### config.mk
export PLATFORM = sky130hd
export DESIGN_NAME = ata_pio_sector_reader_flat
export DESIGN_NICKNAME = d
export VERILOG_FILES = /design/src/hdl/ata_rd_pkg.sv /design/src/hdl/ata_rd_if.sv /design/src/hdl/ata_rd_seq.sv /design/src/hdl/ata_pio_sector_reader.sv /design/src/flat_wrapper.sv
export VERILOG_INCLUDE_DIRS = /design/src /design/src/hdl
export SDC_FILE = /design/constraint.sdc
export NUM_CORES = 1
export LEC_CHECK = 0
export BUFFER_PORTS_ARGS = -buffer_cell sky130_fd_sc_hd__buf_4
export CAP_MARGIN = 20
export CORE_MARGIN = 10
export CORE_UTILIZATION = 44
export DETAILED_ROUTE_END_ITERATION = 7
export GPL_TIMING_DRIVEN = 0
export HOLD_SLACK_MARGIN = 0.06
export MAX_ROUTING_LAYER = met4
export PLACE_DENSITY = 0.63
export SLEW_MARGIN = 20
export SYNTH_ARGS = -nofsm -noshare
export SYNTH_HDL_FRONTEND = slang
export SYNTH_SLANG_ARGS = --single-unit
### constraint.sdc
create_clock -name clk_i -period 3.75 [get_ports clk_i]
set_input_delay 1.125 -clock clk_i [delete_from_list [all_inputs] [get_ports clk_i]]
set_output_delay 1.125 -clock clk_i [all_outputs]
set_load 0.02 [all_outputs]
### src/hdl/ata_pio_sector_reader_assert.svh
// Assertion macros shared by the sector reader modules.
`ifndef ATA_PIO_SECTOR_READER_ASSERT_SVH
`define ATA_PIO_SECTOR_READER_ASSERT_SVH

// Check that a property holds on every clock edge outside reset.
`define ATA_ASSERT(lbl, prop, msg) \
  lbl: assert property (@(posedge clk_i) disable iff (!rst_ni) prop) else $error(msg);

// Check that a condition never occurs outside reset.
`define ATA_ASSERT_NEVER(lbl, cond, msg) \
  lbl: assert property (@(posedge clk_i) disable iff (!rst_ni) !(cond)) else $error(msg);

`endif

### src/hdl/ata_rd_pkg.sv
// Shared types, constants and result builders for the ATA PIO sector reader.
package ata_rd_pkg;

  localparam int unsigned MAX_SECTORS      = 256;
  localparam int unsigned WORDS_PER_SECTOR = 256;
  localparam int unsigned RES_MAX          = 7;

  localparam logic [23:0] POLL_LIMIT_RST = 24'h100000;

  // Result kinds
  localparam logic [1:0] KIND_WRITE = 2'd0;
  localparam logic [1:0] KIND_READ  = 2'd1;
  localparam logic [1:0] KIND_DATA  = 2'd2;
  localparam logic [1:0] KIND_DONE  = 2'd3;

  // Input opcodes
  localparam logic OP_START = 1'b0;
  localparam logic OP_REPLY = 1'b1;

  // Task-file registers
  localparam logic [2:0] REG_DATA    = 3'd0;
  localparam logic [2:0] REG_COUNT   = 3'd2;
  localparam logic [2:0] REG_LBA_LO  = 3'd3;
  localparam logic [2:0] REG_LBA_MID = 3'd4;
  localparam logic [2:0] REG_LBA_HI  = 3'd5;
  localparam logic [2:0] REG_SELECT  = 3'd6;
  localparam logic [2:0] REG_STATUS  = 3'd7;

  // Status bits and command bytes
  localparam int unsigned ST_BSY_BIT = 7;
  localparam int unsigned ST_DRQ_BIT = 3;
  localparam int unsigned ST_ERR_BIT = 0;
  localparam logic [7:0]  CMD_READ_SECTORS = 8'h20;
  localparam logic [7:0]  SEL_LBA_MASTER   = 8'hE0;

  typedef struct packed {
    logic        opcode;
    logic [27:0] start_lba;
    logic [8:0]  sector_count;
    logic [15:0] read_value;
  } item_t;

  typedef struct packed {
    logic [1:0]  kind;
    logic [2:0]  reg_index;
    logic [7:0]  write_value;
    logic [15:0] data_word;
    logic        success;
  } res_t;

  typedef struct packed {
    res_t [RES_MAX-1:0] list;
    logic [2:0]         count;
  } res_list_t;

  function automatic res_t res_wr(logic [2:0] reg_idx, logic [7:0] value);
    res_t r;
    r             = '0;
    r.kind        = KIND_WRITE;
    r.reg_index   = reg_idx;
    r.write_value = value;
    return r;
  endfunction

  function automatic res_t res_rd(logic [2:0] reg_idx);
    res_t r;
    r           = '0;
    r.kind      = KIND_READ;
    r.reg_index = reg_idx;
    return r;
  endfunction

  function automatic res_t res_data(logic [15:0] word);
    res_t r;
    r           = '0;
    r.kind      = KIND_DATA;
    r.data_word = word;
    return r;
  endfunction

  function automatic res_t res_fin(logic ok);
    res_t r;
    r         = '0;
    r.kind    = KIND_DONE;
    r.success = ok;
    return r;
  endfunction

endpackage

### src/hdl/ata_rd_if.sv
// Valid/ready channel interfaces for sector reader items and results.
interface ata_rd_in_if;
  logic        valid;
  logic        ready;
  logic        opcode;
  logic [27:0] start_lba;
  logic [8:0]  sector_count;
  logic [15:0] read_value;

  modport source (output valid, opcode, start_lba, sector_count, read_value, input ready);
  modport sink   (input valid, opcode, start_lba, sector_count, read_value, output ready);
endinterface

interface ata_rd_out_if;
  logic        valid;
  logic        ready;
  logic [1:0]  kind;
  logic [2:0]  reg_index;
  logic [7:0]  write_value;
  logic [15:0] data_word;
  logic        success;
  logic        last;

  modport source (output valid, kind, reg_index, write_value, data_word, success, last,
                  input ready);
  modport sink   (input valid, kind, reg_index, write_value, data_word, success, last,
                  output ready);
endinterface

### src/hdl/ata_rd_seq.sv
// Read sequencer: holds the protocol state and builds the result list of one item.
`include "ata_pio_sector_reader_assert.svh"

module ata_rd_seq (
  input  logic                  clk_i,
  input  logic                  rst_ni,
  input  logic                  step_i,
  input  ata_rd_pkg::item_t     item_i,
  input  logic [23:0]           poll_limit_i,
  output ata_rd_pkg::res_list_t res_o
);
  import ata_rd_pkg::*;

  typedef enum logic [2:0] {
    PH_IDLE,
    PH_BSY1,
    PH_DRQ,
    PH_DATA,
    PH_BSY2,
    PH_FINAL
  } phase_e;

  phase_e      phase_q, phase_d, wait_ph;
  logic [23:0] polls_q, polls_d;
  logic [27:0] lba_q, lba_d;
  logic [8:0]  total_q, total_d;
  logic [8:0]  sectors_q, sectors_d;
  logic [7:0]  words_q, words_d;
  logic        do_wait, do_poll;
  logic [7:0]  st;
  logic [8:0]  words_inc;
  res_list_t   res;

  assign st        = item_i.read_value[7:0];
  assign words_inc = {1'b0, words_q} + 9'd1;

  // Work out next state and the results of the current item
  always_comb begin
    phase_d   = phase_q;
    polls_d   = polls_q;
    lba_d     = lba_q;
    total_d   = total_q;
    sectors_d = sectors_q;
    words_d   = words_q;
    do_wait   = 1'b0;
    do_poll   = 1'b0;
    wait_ph   = PH_DRQ;
    res       = '0;

    if (item_i.opcode == OP_START) begin
      lba_d     = item_i.start_lba;
      total_d   = item_i.sector_count;
      sectors_d = '0;
      words_d   = '0;
      if (item_i.sector_count == '0 ||
          item_i.sector_count > 9'(MAX_SECTORS)) begin
        phase_d          = PH_IDLE;
        res.list[res.count] = res_fin(1'b0);
        res.count        = res.count + 3'd1;
      end else begin
        do_wait = 1'b1;
        wait_ph = PH_BSY1;
      end
    end else begin
      unique case (phase_q)
        PH_BSY1: begin
          if (st[ST_BSY_BIT]) begin
            do_poll = 1'b1;
          end else begin
            res.list[0] = res_wr(REG_LBA_LO, lba_q[7:0]);
            res.list[1] = res_wr(REG_LBA_MID, lba_q[15:8]);
            res.list[2] = res_wr(REG_LBA_HI, lba_q[23:16]);
            res.list[3] = res_wr(REG_SELECT, SEL_LBA_MASTER | {4'd0, lba_q[27:24]});
            res.list[4] = res_wr(REG_COUNT, total_q[7:0]);
            res.list[5] = res_wr(REG_STATUS, CMD_READ_SECTORS);
            res.count   = 3'd6;
            do_wait     = 1'b1;
            wait_ph     = PH_DRQ;
          end
        end
        PH_DRQ: begin
          if (st[ST_ERR_BIT]) begin
            phase_d     = PH_IDLE;
            res.list[0] = res_fin(1'b0);
            res.count   = 3'd1;
          end else if (st[ST_DRQ_BIT]) begin
            phase_d     = PH_DATA;
            words_d     = '0;
            res.list[0] = res_rd(REG_DATA);
            res.count   = 3'd1;
          end else begin
            do_poll = 1'b1;
          end
        end
        PH_DATA: begin
          res.list[0] = res_data(item_i.read_value);
          res.count   = 3'd1;
          if (words_inc >= 9'(WORDS_PER_SECTOR)) begin
            words_d   = '0;
            sectors_d = sectors_q + 9'd1;
            do_wait   = 1'b1;
            wait_ph   = (sectors_d >= total_q) ? PH_BSY2 : PH_DRQ;
          end else begin
            words_d     = words_inc[7:0];
            res.list[1] = res_rd(REG_DATA);
            res.count   = 3'd2;
          end
        end
        PH_BSY2: begin
          if (st[ST_BSY_BIT]) begin
            do_poll = 1'b1;
          end else begin
            phase_d     = PH_FINAL;
            res.list[0] = res_rd(REG_STATUS);
            res.count   = 3'd1;
          end
        end
        PH_FINAL: begin
          phase_d     = PH_IDLE;
          res.list[0] = res_fin(!st[ST_ERR_BIT]);
          res.count   = 3'd1;
        end
        default: begin
          // Drop replies that arrive while idle
        end
      endcase
    end

    // Start a status wait with a fresh poll budget, or fail at once if the budget is zero
    if (do_wait) begin
      polls_d = poll_limit_i;
      if (poll_limit_i == '0) begin
        phase_d             = PH_IDLE;
        res.list[res.count] = res_fin(1'b0);
      end else begin
        phase_d             = wait_ph;
        res.list[res.count] = res_rd(REG_STATUS);
      end
      res.count = res.count + 3'd1;
    end

    // Spend one poll and ask again, or time out
    if (do_poll) begin
      polls_d = polls_q - 24'd1;
      if (polls_d == '0) begin
        phase_d     = PH_IDLE;
        res.list[0] = res_fin(1'b0);
      end else begin
        res.list[0] = res_rd(REG_STATUS);
      end
      res.count = 3'd1;
    end
  end

  assign res_o = res;

  // Hold sequencer state, advance on each consumed item
  always_ff @(posedge clk_i or negedge rst_ni) begin
    if (!rst_ni) begin
      phase_q   <= PH_IDLE;
      polls_q   <= '0;
      lba_q     <= '0;
      total_q   <= '0;
      sectors_q <= '0;
      words_q   <= '0;
    end else if (step_i) begin
      phase_q   <= phase_d;
      polls_q   <= polls_d;
      lba_q     <= lba_d;
      total_q   <= total_d;
      sectors_q <= sectors_d;
      words_q   <= words_d;
    end
  end

  // A consumed item that ends in a finish leaves the sequencer idle
  `ATA_ASSERT(a_fin_goes_idle, step_i && res.count != '0 && res.list[res.count - 3'd1].kind == KIND_DONE |=> phase_q == PH_IDLE, "finish did not return to idle")
  // Data words are only produced while a sector transfer runs
  `ATA_ASSERT(a_data_in_phase, step_i && res.count != '0 && res.list[0].kind == KIND_DATA |-> phase_q == PH_DATA, "data word outside data phase")
  // Outside a wait no poll budget is spent
  `ATA_ASSERT_NEVER(a_poll_idle, step_i && do_poll && phase_q == PH_IDLE, "poll spent while idle")

endmodule

### src/hdl/ata_pio_sector_reader.sv
// Top level of the ATA LBA28 PIO sector reader: item register, sequencer, result buffer.
//
//   channel   dir   handshake     payload
//   in_i      in    valid/ready   opcode, start_lba, sector_count, read_value
//   out_i     out   valid/ready   kind, reg_index, write_value, data_word, success, last
//   cfg       in    cfg_we_i      cfg_wdata_i -> poll_limit
//
// An item is registered on acceptance and consumed by the sequencer once the buffer is free,
// which writes its whole result list (up to seven results) into the result buffer.
// The buffer drains one result per cycle while out_i.ready is high; an item giving one
// result flows at one item per cycle under the same condition.
// The item register takes a new item while the buffer still holds results.
// Reset is asynchronous and active low; poll_limit resets to 0x100000.
`include "ata_pio_sector_reader_assert.svh"

module ata_pio_sector_reader (
  input  logic          clk_i,
  input  logic          rst_ni,
  ata_rd_in_if.sink     in_i,
  ata_rd_out_if.source  out_i,
  input  logic          cfg_we_i,
  input  logic [23:0]   cfg_wdata_i
);
  import ata_rd_pkg::*;

  logic                     in_vld_q;
  item_t                    in_q;
  logic                     step;
  logic [23:0]              poll_limit_q;
  res_list_t                seq_res;
  res_t [RES_MAX-1:0]       res_q;
  logic [2:0]               res_cnt_q;
  logic [2:0]               res_idx_q;
  logic [2:0]               res_idx_inc;
  logic                     out_vld;
  logic                     out_fire;
  logic                     out_last;
  logic                     buf_free;
  res_t                     cur;

  // Configuration register
  always_ff @(posedge clk_i or negedge rst_ni) begin
    if (!rst_ni) begin
      poll_limit_q <= POLL_LIMIT_RST;
    end else if (cfg_we_i) begin
      poll_limit_q <= cfg_wdata_i;
    end
  end

  // Result buffer handshake
  assign out_vld     = (res_cnt_q != '0);
  assign res_idx_inc = res_idx_q + 3'd1;
  assign out_last    = (res_idx_inc == res_cnt_q);
  assign out_fire    = out_vld && out_i.ready;
  assign buf_free    = !out_vld || (out_fire && out_last);
  assign step        = in_vld_q && buf_free;
  assign in_i.ready  = !in_vld_q || step;

  // Item register
  always_ff @(posedge clk_i or negedge rst_ni) begin
    if (!rst_ni) begin
      in_vld_q <= 1'b0;
    end else if (in_i.ready) begin
      in_vld_q <= in_i.valid;
    end
  end

  always_ff @(posedge clk_i) begin
    if (in_i.ready && in_i.valid) begin
      in_q.opcode       <= in_i.opcode;
      in_q.start_lba    <= in_i.start_lba;
      in_q.sector_count <= in_i.sector_count;
      in_q.read_value   <= in_i.read_value;
    end
  end

  ata_rd_seq u_seq (
    .clk_i        (clk_i),
    .rst_ni       (rst_ni),
    .step_i       (step),
    .item_i       (in_q),
    .poll_limit_i (poll_limit_q),
    .res_o        (seq_res)
  );

  // Load the result list on a step, advance on each taken result
  always_ff @(posedge clk_i or negedge rst_ni) begin
    if (!rst_ni) begin
      res_cnt_q <= '0;
      res_idx_q <= '0;
    end else if (step) begin
      res_cnt_q <= seq_res.count;
      res_idx_q <= '0;
    end else if (out_fire && out_last) begin
      res_cnt_q <= '0;
      res_idx_q <= '0;
    end else if (out_fire) begin
      res_idx_q <= res_idx_inc;
    end
  end

  always_ff @(posedge clk_i) begin
    if (step) begin
      res_q <= seq_res.list;
    end
  end

  // Present the current result
  assign cur               = res_q[res_idx_q];
  assign out_i.valid       = out_vld;
  assign out_i.kind        = cur.kind;
  assign out_i.reg_index   = cur.reg_index;
  assign out_i.write_value = cur.write_value;
  assign out_i.data_word   = cur.data_word;
  assign out_i.success     = cur.success;
  assign out_i.last        = out_last;

  // The read pointer stays inside the loaded list
  `ATA_ASSERT(a_idx_in_list, out_vld |-> res_idx_q < res_cnt_q, "result pointer past list end")
  // A finish result always closes its item's results
  `ATA_ASSERT(a_done_is_last, out_vld && cur.kind == KIND_DONE |-> out_last, "finish not marked last")
  // A waiting item is held until the sequencer consumes it
  `ATA_ASSERT(a_item_held, in_vld_q && !step |=> in_vld_q && $stable(in_q), "pending item lost")

endmodule
### src/flat_wrapper.sv
// flat-port wrapper written by rule: the top's interface ports become plain ports
module ata_pio_sector_reader_flat import ata_rd_pkg::*;
  (clk_i, rst_ni, cfg_we_i, cfg_wdata_i, in_i_valid, in_i_opcode, in_i_start_lba, in_i_sector_count, in_i_read_value, in_i_ready, out_i_valid, out_i_kind, out_i_reg_index, out_i_write_value, out_i_data_word, out_i_success, out_i_last, out_i_ready);
  ata_rd_in_if in_i_i ();
  ata_rd_out_if out_i_i ();
  input  logic clk_i;
  input  logic rst_ni;
  input  logic cfg_we_i;
  input  logic [23:0] cfg_wdata_i;
  input wire logic [$bits(in_i_i.valid)-1:0] in_i_valid;
  input wire logic [$bits(in_i_i.opcode)-1:0] in_i_opcode;
  input wire logic [$bits(in_i_i.start_lba)-1:0] in_i_start_lba;
  input wire logic [$bits(in_i_i.sector_count)-1:0] in_i_sector_count;
  input wire logic [$bits(in_i_i.read_value)-1:0] in_i_read_value;
  output wire logic [$bits(in_i_i.ready)-1:0] in_i_ready;
  output wire logic [$bits(out_i_i.valid)-1:0] out_i_valid;
  output wire logic [$bits(out_i_i.kind)-1:0] out_i_kind;
  output wire logic [$bits(out_i_i.reg_index)-1:0] out_i_reg_index;
  output wire logic [$bits(out_i_i.write_value)-1:0] out_i_write_value;
  output wire logic [$bits(out_i_i.data_word)-1:0] out_i_data_word;
  output wire logic [$bits(out_i_i.success)-1:0] out_i_success;
  output wire logic [$bits(out_i_i.last)-1:0] out_i_last;
  input wire logic [$bits(out_i_i.ready)-1:0] out_i_ready;
  assign in_i_i.valid = in_i_valid;
  assign in_i_i.opcode = in_i_opcode;
  assign in_i_i.start_lba = in_i_start_lba;
  assign in_i_i.sector_count = in_i_sector_count;
  assign in_i_i.read_value = in_i_read_value;
  assign in_i_ready = in_i_i.ready;
  assign out_i_valid = out_i_i.valid;
  assign out_i_kind = out_i_i.kind;
  assign out_i_reg_index = out_i_i.reg_index;
  assign out_i_write_value = out_i_i.write_value;
  assign out_i_data_word = out_i_i.data_word;
  assign out_i_success = out_i_i.success;
  assign out_i_last = out_i_i.last;
  assign out_i_i.ready = out_i_ready;
  ata_pio_sector_reader u_core (.clk_i(clk_i), .rst_ni(rst_ni), .in_i(in_i_i), .out_i(out_i_i), .cfg_we_i(cfg_we_i), .cfg_wdata_i(cfg_wdata_i));
endmodule
# Yosys cells after proc, flatten, opt, wreduce, memory -nomap -nowiden
# Cells that the tools add are included.
[word_totals]
register_bits = 376
out_inout_bits = 33
wordCells = 161
input_bits = 83
[op_classes]
n_addsub = 5
eq_ne = 11
n_bitwise = 7
mux = 60
reduce_logical = 23
n_lt_le_gt_ge = 6
[op_table]
columns = ["cell", "n"]
rows = [
  ["$mux W210", 1],
  ["$and A168 B196 Y196", 1],
  ["$not A196 Y196", 1],
  ["$mux W183", 1],
  ["$and A156 B182 Y182", 1],
  ["$not A182 Y182", 1],
  ["$mux W181", 1],
  ["$pmux W33 S5", 1],
  ["$mux W150", 1],
  ["$mux W33", 4],
  ["$mux W120", 1],
  ["$bmux W30 S3", 1],
  ["$demux W30 S3", 1],
  ["$mux W30", 3],
  ["$mux W32", 2],
  ["$pmux W30 S2", 1],
  ["$mux W3", 18],
  ["$logic_not A24 Y1", 2],
  ["$mux W24", 2],
  ["$mux W8", 4],
  ["$mux W29", 1],
  ["$or A24 B28 Y28", 1],
  ["$mux W9", 3],
  ["$sub A24 B1 Y24 const B", 1],
  ["31 further kinds", 58],
]

# Depth between registers and ports, before layout
# Gate-level depths: netlist (run 1).
[depth]
word_depth = 15
ltp_mapped = 9
mapped_depth_nobuf = 9

# Cells and area by module
# Synthesis (run 1) repeated with hierarchy kept, for this count alone.
[unflattened]
cells_unflattened = 1279
area_unflattened_um2 = 17330.4
[modules_own_cells]
columns = ["mod", "cells_each", "area_per_inst_um2", "seq_area_each_um2", "instances"]
rows = [
  ["ata_pio_sector_reader", 531, 10909.2, 8704.6, 1],
  ["ata_rd_seq", 748, 6421.2, 2026.9, 1],
]

# Worst setup path before layout (run 1)
# Ideal clock, no wire load.
[synth_path]
path_type = "flip-flop to flip-flop"
start = "register u_core.res_idx_q[0]"
end = "register u_core.in_q[0] (netlist name) (enable)"
slack_ps = -95
arrival_ps = 3428
setup_time_ps = 417
stages_incl_launch_ff = 7
cell_sequence = "dfrtp_1 ha_1 xor2_1 nor3_1 nand3_1 nand3_1 and2_1"
[synth_via]
elab_chain_len = 7
[synth_lines]
columns = ["element", "line_no", "source"]
rows = [
  ["start: declaration", "ata_pio_sector_reader.sv:33", "logic [2:0] res_idx_q;"],
  ["start signal: assignment", "ata_pio_sector_reader.sv:98", "res_idx_q <= res_idx_inc;"],
  ["$add A3 B1 Y3", "ata_pio_sector_reader.sv:52", "assign res_idx_inc = res_idx_q + 3'd1;"],
  ["$eq A3 B3 Y1", "ata_pio_sector_reader.sv:53", "assign out_last = (res_idx_inc == res_cnt_q);"],
  ["named net out_i_last", "flat_wrapper.sv:22", "output wire logic [$bits(out_i_i.last)-1:0] out_i_last;"],
  ["$logic_and A1 B1 Y1", "ata_pio_sector_reader.sv:55", "assign buf_free = !out_vld || (out_fire && out_last);"],
  ["$logic_or A1 B1 Y1", "ata_pio_sector_reader.sv:55", ""],
  ["$logic_and A1 B1 Y1", "ata_pio_sector_reader.sv:56", "assign step = in_vld_q && buf_free;"],
  ["$logic_or A1 B1 Y1", "ata_pio_sector_reader.sv:57", "assign in_i.ready = !in_vld_q || step;"],
  ["named net in_i_ready", "flat_wrapper.sv:15", "output wire logic [$bits(in_i_i.ready)-1:0] in_i_ready;"],
  ["$logic_and A1 B1 Y1", "ata_pio_sector_reader.sv:69", "if (in_i.ready && in_i.valid) begin"],
  ["end: declaration", "ata_pio_sector_reader.sv:27", "item_t in_q;"],
]
# The timed path passes the listed nets, and every way through them passes these cells.
# A chain may end at the register's enable or synchronous reset.

# Worst setup path in the final report (run 1)
[layout_path]
start = "register u_core.res_idx_q[2]"
end = "output out_i_data_word[14]"
[layout_via]
elab_chain_len = 2
[layout_lines]
columns = ["element", "line_no", "source"]
rows = [
  ["$bmux W30 S3", "ata_pio_sector_reader.sv:109", "assign cur = res_q[res_idx_q];"],
  ["$mux W30 (not written as such)", "ata_pio_sector_reader.sv:109", ""],
  ["end: declaration", "flat_wrapper.sv:20", "output wire logic [$bits(out_i_i.data_word)-1:0] out_i_data_word;"],
]
# Every way passes these cells. The select of a mux whose other input is x is not followed.

==> flow_metrics.env, run 1 <==
export IMPL_outcome="finished clean"
export IMPL_critPathMostFrequentCell="clkbuf_1"
export IMPL_synth_warnings=0
export IMPL_drv_slew=0
export IMPL_tritoncts="yes"
export IMPL_htree_levels=1
export IMPL_synthDistinctLibCells=78
export IMPL_cts_sinks=247
export IMPL_ant_nets=0
export IMPL_hpwlAfterDp_um=18400
export IMPL_fin_crit_sh=0.948
export IMPL_gp_congestion=0.869
export IMPL_critPathMaxFanout=10
export IMPL_synthFlopType="edfxtp_1"
export IMPL_regToRegSetupSlack_ns=0.66
export IMPL_critPathRequiredTime_ns=2.62
export IMPL_rsz0062_at_grt="false"
export IMPL_fp_row_count=58
export IMPL_tightestPinTransition_ns=0.786
export IMPL_syn_area_mm2=0.0113
export IMPL_grt_pass1_vias=7846
export IMPL_cpMaxStageDelayCell="dfrtp_1"
export IMPL_critPathCaptureType="output pin"
export IMPL_p_total_mw=11.5
export IMPL_cp_endpoint="out_i_data_word[14]"
export IMPL_fin_nets=1175
export IMPL_p_seq_frac=0.403
export IMPL_crit_path_max_incr_delay_ns=0.35
export IMPL_wl_um=26300
export IMPL_synth_edf_count=135
export IMPL_stdcell_count=1429
export IMPL_ir_worst_vdd_v=0.000479
export IMPL_hold_violations=0
export IMPL_clock_latency_ns=0.55
export IMPL_drc=0
export IMPL_setup_viol=0
export IMPL_final_util=0.539
export IMPL_syn_avg_cell_area_um2=12.3
export IMPL_cts_hold_buf=0
export IMPL_grtUsageTotal=0.163
export IMPL_cp_start_kind="flop"
export IMPL_clock_skew_ns=0.0215
export IMPL_die_area_mm2=0.0325
export IMPL_r2r_start="u_core.u_seq.polls_q[1]"
export IMPL_intPower_mw=7.34
export IMPL_drtIter0Drc=587
export IMPL_drive_gt1_frac=0.240
export IMPL_grt_ovfl_total=0
export IMPL_worstHoldPathType="flop to flop"
export IMPL_crit_type="flop to output pin"
export IMPL_core_mm2=0.0253
export IMPL_leakagePower_nw=5.51
export IMPL_critPathLaunch="u_core.res_idx_q[2]"
export IMPL_reg2reg_depth=9
export IMPL_area_growth_pct=20.3
export IMPL_p_clk_frac=0.233
export IMPL_grt_antenna_before_repair=1
export IMPL_crit_chain="buf_2, or2_2, clkbuf_1, nor2_4, clkbuf_1, and2_1, buf_4"
export IMPL_clockRootBuffer="clkbuf_16"
export IMPL_viasPerCell=5.44
export IMPL_io_pins=116
export IMPL_ys_seq_area_frac=0.606
export IMPL_ys_async_sr_fraction=0.453
export IMPL_grt_first_pass_wirelength_um=42700
export IMPL_die_h_um=180
export IMPL_path_clk_slew_ns=0.06
export IMPL_layout_commonest_cell="edfxtp_1"
export IMPL_cts_buffer_depth=3
export IMPL_routedWlPerCell_um=18.4
export IMPL_fmaxAchievable_mhz=281
export IMPL_synthCells=921
export IMPL_combPwrFrac=0.364
export IMPL_cts_buffers=27
export IMPL_cap_violations=0
export IMPL_die_w_um=180
export IMPL_period_minus_slack_ns=3.56
export IMPL_arrival_ns=2.43
export IMPL_cellPowerDensity_mw_per_mm2=842
export IMPL_relSlewSlack=0.476
export IMPL_final_cell_mix="135 x edfxtp_1, 118 x buf_4, 111 x dfrtp_1, 78 x o21ai_0, 66 x and2_1"
export IMPL_synth_seq_cells=247
export IMPL_io_buffers=114
export IMPL_r2r_end="u_core.res_q[27]"
export IMPL_grt_max_degree=77
export IMPL_start_util=0.448
export IMPL_drt_pass1_iter_count=6
export IMPL_p_sw_mw=4.11
export IMPL_place_inst=1377
export IMPL_vias=7780
export IMPL_sw_frac_of_total=0.359
-- power by group through the flow --
stage / logic (mW) / clock network, mW / registers, mW
detailed placement: 4.16 / 0 / 4.66
global placement: 4.02 / 0 / 4.67
floorplan: 2.83 / 0 / 4.48
finish: 4.17 / 2.67 / 4.62
CTS: 4.18 / 2.75 / 4.62
global route: 4.59 / 2.84 / 4.73
-- worst max-delay path: cells and delay by family, from the launching register on --
kind	cells	cell delay, ns
flip-flops	1	0.35
AND/OR/NAND/NOR	3	0.67
buffers and inverters	4	0.86
-- routing by layer --
layer | track usage | part of all wire
met1 | 0.227 | 0.48
met2 | 0.244 | 0.45
met3 | 0.0243 | 0.054
met4 | 0.0413 | 0.018
met5 | - | 0
-- flip-flops by register name (all words and copies together) (netlist names) --
signal,cells
u_core.u_seq.lba_q,28
u_core.res_cnt_q,3
u_core.u_seq.sectors_q,9
u_core.u_seq.polls_q,24
u_core.in_q,54
u_core.in_vld_q,1
u_core.res_q,81
u_core.u_seq.phase_q,3
u_core.u_seq.words_q,8
u_core.u_seq.total_q,9
u_core.poll_limit_q,24
u_core.res_idx_q,3
-- final cells by class --
type | instances | area, um2
Fill cell | 2206 | 11600
Sequential cell | 247 | 6860
Multi-Input combinational cell | 606 | 4160
Timing Repair Buffer | 117 | 922
Clock buffer | 35 | 726
Tap cell | 330 | 413
Buffer | 47 | 235
Clock inverter | 15 | 174
Inverter | 31 | 119
Antenna cell | 1 | 2.50
-- kinds of logic (layout without fill, tap and decap cells) --
family | Yosys count | after routing | synth area share
multiplexers | 73 | 73 | 0.0773
other | 1 | 12 | 0.000331
XOR/XNOR | 15 | 15 | 0.0129
buffers and inverters | 78 | 245 | 0.0306
adder cells (fa/ha/maj) | 15 | 15 | 0.0166
flip-flops | 247 | 247 | 0.606
AO/OA/AOI/OAI | 200 | 200 | 0.111
AND/OR/NAND/NOR | 292 | 292 | 0.145
-- how the worst min path moves through the flow --
stage                                  startpoint                       to  slack, ns  cells after the start
after floorplan           u_core.u_seq.words_q[7]  u_core.u_seq.words_q[7]       0.45                      1
after global placement            u_core.in_q[48]   u_core.u_seq.lba_q[23]       0.46                      1
after detailed placement          u_core.in_q[37]   u_core.u_seq.lba_q[12]       0.46                      1
after CTS                                  rst_ni      u_core.res_idx_q[0]       0.48                      1
after global routing                       rst_ni      u_core.res_idx_q[0]       0.49                      1
final                             u_core.in_q[37]   u_core.u_seq.lba_q[12]       0.47                      1
-- what timing repair did --
action	CTS	global route
gates resized for setup	4	2
pin swaps	0	1
endpoints found under the setup margin	17	14
buffers inserted	0	1
-- Yosys cell counts, drive strengths merged (3+ instances only) --
library cell	instances	share of area
a2111oi	3	0.0029
a21boi	10	0.0066
a21oi	40	0.018
a22o	5	0.0039
a2bb2oi	8	0.0062
a31oi	4	0.0022
and2	67	0.037
and3	7	0.0039
buf	19	0.011
clkbuf	28	0.0093
dfrtp	111	0.25
edfxtp	135	0.36
ha	15	0.017
inv	31	0.010
mux2	55	0.055
mux2i	12	0.011
mux4	6	0.012
nand2	52	0.017
nand2b	5	0.0028
nand3	20	0.0088
nand3b	3	0.0020
nand4	8	0.0058
nor2	62	0.026
nor2b	5	0.0028
nor3	18	0.0094
nor4	16	0.0088
o211ai	7	0.0051
o21a	4	0.0027
o21ai	79	0.035
o22ai	13	0.0072
o31ai	9	0.0069
o41ai	3	0.0030
or2	3	0.0017
or3	9	0.0050
or4	6	0.0050
xnor2	8	0.0062
xor2	6	0.0046
-- stage by stage --
stage          area [um2]  setup WS, ns  TNS [ns]  hold slack (ns)
6_report            13600         0.194         0            0.474
3_3_place_gp        12600        -0.611    -19.09            0.461
5_1_grt             13600        0.0354         0            0.487
3_5_place_dp        12700         0.369         0            0.463
4_1_cts             13600        0.0491         0            0.477
2_1_floorplan       11400         0.323         0            0.449
Note: power is estimated with default switching activity, not from simulation.
==> inputs of run 2 (changes only) <==
--- a/config.mk
+++ b/config.mk
@@ -15,7 +15,7 @@
 export HOLD_SLACK_MARGIN = 0.06
 export MAX_ROUTING_LAYER = met4
 export PLACE_DENSITY = 0.63
-export SLEW_MARGIN = 20
+export SLEW_MARGIN = 0
 export SYNTH_ARGS = -nofsm -noshare
 export SYNTH_HDL_FRONTEND = slang
 export SYNTH_SLANG_ARGS = --single-unit
==> constraint.sdc (replaced) <==
create_clock -name clk_i -period 3.7 [get_ports clk_i]
set_input_delay 1.11 -clock clk_i [delete_from_list [all_inputs] [get_ports clk_i]]
set_output_delay 1.11 -clock clk_i [all_outputs]
set_load 0.02 [all_outputs]
==> flow_metrics.env, run 2 (synthesis gave the netlist of run 1 again) <==
export IMPL_drt_pass1_iter_count=4
export IMPL_multi_input_area_mm2=0.00416
export IMPL_die_h_um=180
export IMPL_grt_pass1_vias=7800
export IMPL_cap_violations=0
export IMPL_htree_levels=1
export IMPL_fin_nets=1175
export IMPL_tightestPinTransition_ns=0.667
export IMPL_r2r_start="u_core.u_seq.polls_q[1]"
export IMPL_outcome="finished clean"
export IMPL_io_buffers=114
export IMPL_cts_hold_buf=0
export IMPL_die_w_um=180
export IMPL_cellPowerDensity_mw_per_mm2=846
export IMPL_grt_antenna_before_repair=1
export IMPL_crit_type="flop to output pin"
export IMPL_critPathMaxFanout=10
export IMPL_drv_slew=0
export IMPL_worst_hold_slack_ns=0.475
export IMPL_clockRootBuffer="clkbuf_16"
export IMPL_cp_start_kind="flop"
export IMPL_die_area_mm2=0.0325
export IMPL_drive_gt1_frac=0.240
export IMPL_final_cell_mix="135 x edfxtp_1, 118 x buf_4, 111 x dfrtp_1, 78 x o21ai_0, 66 x and2_1"
export IMPL_routedWlPerCell_um=18.2
export IMPL_gp_congestion=0.869
export IMPL_drtIter0Drc=450
export IMPL_fin_setup_tns_ns=0
export IMPL_place_area_mm2=0.0127
export IMPL_fmaxAchievable_mhz=285
export IMPL_largestRegisters="u_core.res_q x81, u_core.in_q x54, u_core.u_seq.lba_q x28"
export IMPL_io_pins=116
export IMPL_grt_max_degree=77
export IMPL_regArea_mm2=0.00686
export IMPL_worstHoldPathType="input port to asynchronous set/reset pin"
export IMPL_path_clk_slew_ns=0.06
export IMPL_vias=7722
export IMPL_ir_worst_vdd_v=0.000471
export IMPL_final_cell_area_mm2=0.0136
export IMPL_cts_sinks=247
export IMPL_grt_first_pass_wirelength_um=42400
export IMPL_largest_reg_flops=81
export IMPL_area_growth_pct=20.1
export IMPL_hpwlAfterDp_um=18600
export IMPL_setup_viol=0
export IMPL_drc=0
export IMPL_clock_skew_ns=0.0115
export IMPL_arrival_ns=2.40
export IMPL_regToRegSetupSlack_ns=0.62
export IMPL_fp_row_count=58
export IMPL_leakagePower_nw=5.51
export IMPL_grtUsageTotal=0.161
export IMPL_fin_crit_sh=0.948
export IMPL_rsz0062_at_grt="false"
export IMPL_ant_nets=0
export IMPL_tritoncts="yes"
export IMPL_cts_buffers=27
export IMPL_critPathRequiredTime_ns=2.59
export IMPL_regMostFlops="u_core.res_q"
export IMPL_critPathCaptureType="output pin"
export IMPL_layout_commonest_cell="edfxtp_1"
export IMPL_cts_buffer_depth=3
export IMPL_period_minus_slack_ns=3.51
export IMPL_n_fill_cell=2189
export IMPL_reg2reg_depth=9
export IMPL_r2r_end="u_core.res_q[27]"
export IMPL_hold_violations=0
export IMPL_core_mm2=0.0253
export IMPL_relSlewSlack=0.552
export IMPL_start_util=0.448
export IMPL_viasPerCell=5.40
export IMPL_wl_um=26000
export IMPL_grt_ovfl_total=0
export IMPL_clock_latency_ns=0.53
## run 2: stage by stage
stage	total power, mW	instances	util	setup WS, ns
final	11.5	1429	0.538	0.193
after global routing	12.2	1429	0.538	0.0266
after CTS	11.6	1428	0.538	0.0375
after detailed placement	8.95	1378	0.503	0.334
after global placement	8.81	1375	0.500	-0.646
after floorplan	7.41	931	-	0.288
## run 2: timing repair
action	in CTS	in global routing
endpoints found under the setup margin	17	14
pin swaps	0	1
resized for setup	4	2
buffers inserted	0	1
## run 2: where the power goes
group / leakage [nW] / internal [mW] / total [mW] / switching (mW)
logic: 2.41 / 1.69 / 4.24 / 2.54
registers: 2.67 / 4.16 / 4.67 / 0.511
clock network: 0.427 / 1.52 / 2.59 / 1.07
## run 2: worst max path at each step
| stage | startpoint | end | slack (ns) | cells after the start |
|---|---|---|---|---|
| 3_5_place_dp | u_core.res_idx_q[2] | out_i_data_word[14] | 0.33 | 7 |
| 4_1_cts | u_core.res_idx_q[2] | out_i_data_word[14] | 0.04 | 7 |
| 5_1_grt | u_core.res_idx_q[2] | out_i_data_word[12] | 0.03 | 7 |
| 3_3_place_gp | out_i_ready | u_core.u_seq.polls_q[18] | -0.65 | 9 |
| 6_report | u_core.res_idx_q[2] | out_i_data_word[14] | 0.19 | 7 |
| 2_1_floorplan | out_i_ready | u_core.u_seq.polls_q[2] | 0.29 | 8 |
## run 2: worst max-delay path, cell delays in order, from the launching register on
cell and delay (ns):
dfrtp_1 0.35, buf_2 0.17, or2_2 0.28, clkbuf_1 0.29, nor2_4 0.21, clkbuf_1 0.26
and2_1 0.17, buf_4 0.13
## run 2: cell type report
| cell class | count | area share |
|---|---|---|
| Antenna cell | 1 | 0.000184 |
| Clock inverter | 10 | 0.00672 |
| Multi-Input combinational cell | 606 | 0.306 |
| Sequential cell | 247 | 0.505 |
| Tap cell | 330 | 0.0304 |
| Clock buffer | 40 | 0.0570 |
| Timing Repair Buffer | 118 | 0.0693 |
| Buffer | 46 | 0.0170 |
| Inverter | 31 | 0.00874 |
## run 2: per-layer routing
layer  global-route usage  part of all wire  vias to the layer above
met5                    -                 0                        -
met4               0.0361             0.016                        0
li1                     -                 -                     3703
met1                0.227              0.48                     3777
met2                0.242              0.45                      216
met3               0.0245             0.053                       26
==> inputs of run 3 (changes only) <==
--- a/config.mk
+++ b/config.mk
@@ -15,6 +15,8 @@
 export HOLD_SLACK_MARGIN = 0.06
 export MAX_ROUTING_LAYER = met4
 export PLACE_DENSITY = 0.63
+export RECOVER_POWER = 50
+export SKIP_CTS_REPAIR_TIMING = 1
 export SLEW_MARGIN = 0
 export SYNTH_ARGS = -nofsm -noshare
 export SYNTH_HDL_FRONTEND = slang
==> flow_metrics.env, run 3 (synthesis gave the netlist of run 1 again) <==
export IMPL_outcome="finished, violations left"
export IMPL_violations="capacitance limit, slew limit"
export IMPL_htree_levels=1
export IMPL_cp_start_kind="flop"
export IMPL_fmaxAchievable_mhz=287
export IMPL_r2r_start="u_core.res_idx_q[1]"
export IMPL_crit_path_max_incr_delay_ns=0.47
export IMPL_hpwlAfterDp_um=18600
export IMPL_final_cell_mix="135 x edfxtp_1, 111 x dfrtp_1, 78 x o21ai_0, 63 x buf_4, 57 x nor2_1"
export IMPL_wl_um=26000
export IMPL_critPathCaptureType="output pin"
export IMPL_viasPerCell=5.40
export IMPL_cts_buffer_depth=3
export IMPL_core_mm2=0.0253
export IMPL_area_growth_pct=19.8
export IMPL_drc=0
export IMPL_fin_crit_sh=0.942
export IMPL_hp_start="u_core.in_q[52]"
export IMPL_clock_skew_ns=0.0119
export IMPL_layout_commonest_cell="edfxtp_1"
export IMPL_final_cell_area_mm2=0.0136
export IMPL_cellPowerDensity_mw_per_mm2=846
export IMPL_die_area_mm2=0.0325
export IMPL_r2r_end="u_core.u_seq.polls_q[7]"
export IMPL_grt_pass1_vias=7797
export IMPL_drive_gt1_frac=0.234
export IMPL_drv_slew=37
export IMPL_io_buffers=114
export IMPL_regToRegSetupSlack_ns=0.57
export IMPL_io_pins=116
export IMPL_grt_max_degree=77
export IMPL_tightestPinTransition_ns=2.19
export IMPL_vias=7706
export IMPL_gp_congestion=0.869
export IMPL_rsz0062_at_grt="false"
export IMPL_cts_buffers=27
export IMPL_setup_viol=0
export IMPL_critPathMaxFanout=6
export IMPL_period_minus_slack_ns=3.49
export IMPL_grtUsageTotal=0.161
export IMPL_critPathRequiredTime_ns=2.59
export IMPL_holdPathEnd="u_core.u_seq.lba_q[27]"
export IMPL_critPathMostFrequentCell="nand3_1"
export IMPL_crit_type="flop to output pin"
export IMPL_crit_chain="ha_1, xor2_1, nor3_2, nand3_1, nand3_1, buf_4"
export IMPL_die_h_um=180
export IMPL_grt_antenna_before_repair=1
export IMPL_start_util=0.448
export IMPL_final_util=0.537
export IMPL_regMostFlops="u_core.res_q"
export IMPL_path_clk_slew_ns=0.06
export IMPL_largest_reg_flops=81
export IMPL_cap_violations=1
export IMPL_p_total_mw=11.5
export IMPL_cp_buffers_inverters=1
export IMPL_grt_first_pass_wirelength_um=42400
export IMPL_worstHoldPathCells=1
export IMPL_reg2reg_depth=9
export IMPL_fin_nets=1173
export IMPL_place_area_mm2=0.0127
export IMPL_drt_pass1_iter_count=4
export IMPL_largestRegisters="u_core.res_q x81, u_core.in_q x54, u_core.u_seq.lba_q x28"
export IMPL_tritoncts="yes"
export IMPL_critPathLaunch="u_core.res_idx_q[1]"
export IMPL_ant_nets=0
export IMPL_hold_violations=0
export IMPL_drtIter0Drc=494
export IMPL_leakagePower_nw=5.46
export IMPL_cpMaxStageDelayCell="dfrtp_1"
export IMPL_cts_sinks=247
export IMPL_worstHoldPathType="flop to flop"
export IMPL_arrival_ns=2.38
export IMPL_clock_latency_ns=0.53
export IMPL_relSlewSlack=-0.463
export IMPL_critPathTopFamily="simple AND/OR/NAND/NOR gates"
export IMPL_ir_worst_vdd_v=0.000431
export IMPL_die_w_um=180
export IMPL_grt_ovfl_total=0
export IMPL_routedWlPerCell_um=18.2
export IMPL_clockRootBuffer="clkbuf_16"
export IMPL_n_fill_cell=2197
export IMPL_fp_row_count=58
run 3: cell count changes in the layout (fill, tap and decap cells not counted), sizes merged:
cell and change:
clkbuf +57, buf -59
run 3: per-stage QoR:
stage	instances	hold slack, ns	setup WS (ns)	TNS [ns]
global placement	1375	0.461	-0.646	-20.53
finish	1427	0.475	0.213	0
global route	1427	0.487	0.0534	0
CTS	1428	0.479	-0.246	-3.34
detailed placement	1378	0.463	0.334	0
floorplan	931	0.449	0.288	0
run 3: metal layers:
layer  track usage  routed length (um)  share of wire  vias up
met5             -                   0              0        -
met4        0.0361                 405          0.016        0
li1              -                   -              -     3701
met2         0.242               11700           0.45      223
met1         0.227               12400           0.48     3756
met3        0.0245                1430          0.055       26
run 3: worst max path at each step:
stage / endpoint / slack [ns] / cells past startpoint
floorplan: u_core.u_seq.polls_q[2] / 0.29 / 8
global placement: u_core.u_seq.polls_q[18] / -0.65 / 9
finish: in_i_ready / 0.21 / 6
detailed placement: out_i_data_word[14] / 0.33 / 7
global route: in_i_ready / 0.05 / 6
CTS: out_i_data_word[14] / -0.25 / 7
run 3: worst reg2reg max path: stages (launching register included):
cell and delay (ns):
dfrtp_1 0.47, ha_1 0.35, xor2_1 0.18, o41ai_1 0.46, nand2_1 0.17, inv_4 0.43
o31ai_2 0.29, clkbuf_1 0.32, o21ai_0 0.22, o21ai_0 0.12
run 3: cell type report:
cell class | instances | area, um2 | share of cell area
sequential | 247 | 6860 | 0.506
multi-input combinational | 606 | 4150 | 0.306
timing repair buffer | 117 | 920 | 0.0678
clock buffer | 40 | 774 | 0.0571
tap | 330 | 413 | 0.0305
buffer | 45 | 226 | 0.0167
inverter | 31 | 119 | 0.00877
clock inverter | 10 | 91.3 | 0.00674
antenna | 1 | 2.50 | 0.000185
run 3: power by group:
part | internal [mW] | switching (mW)
registers | 4.16 | 0.513
clock network | 1.52 | 1.07
logic | 1.67 | 2.53
total | 7.36 | 4.11
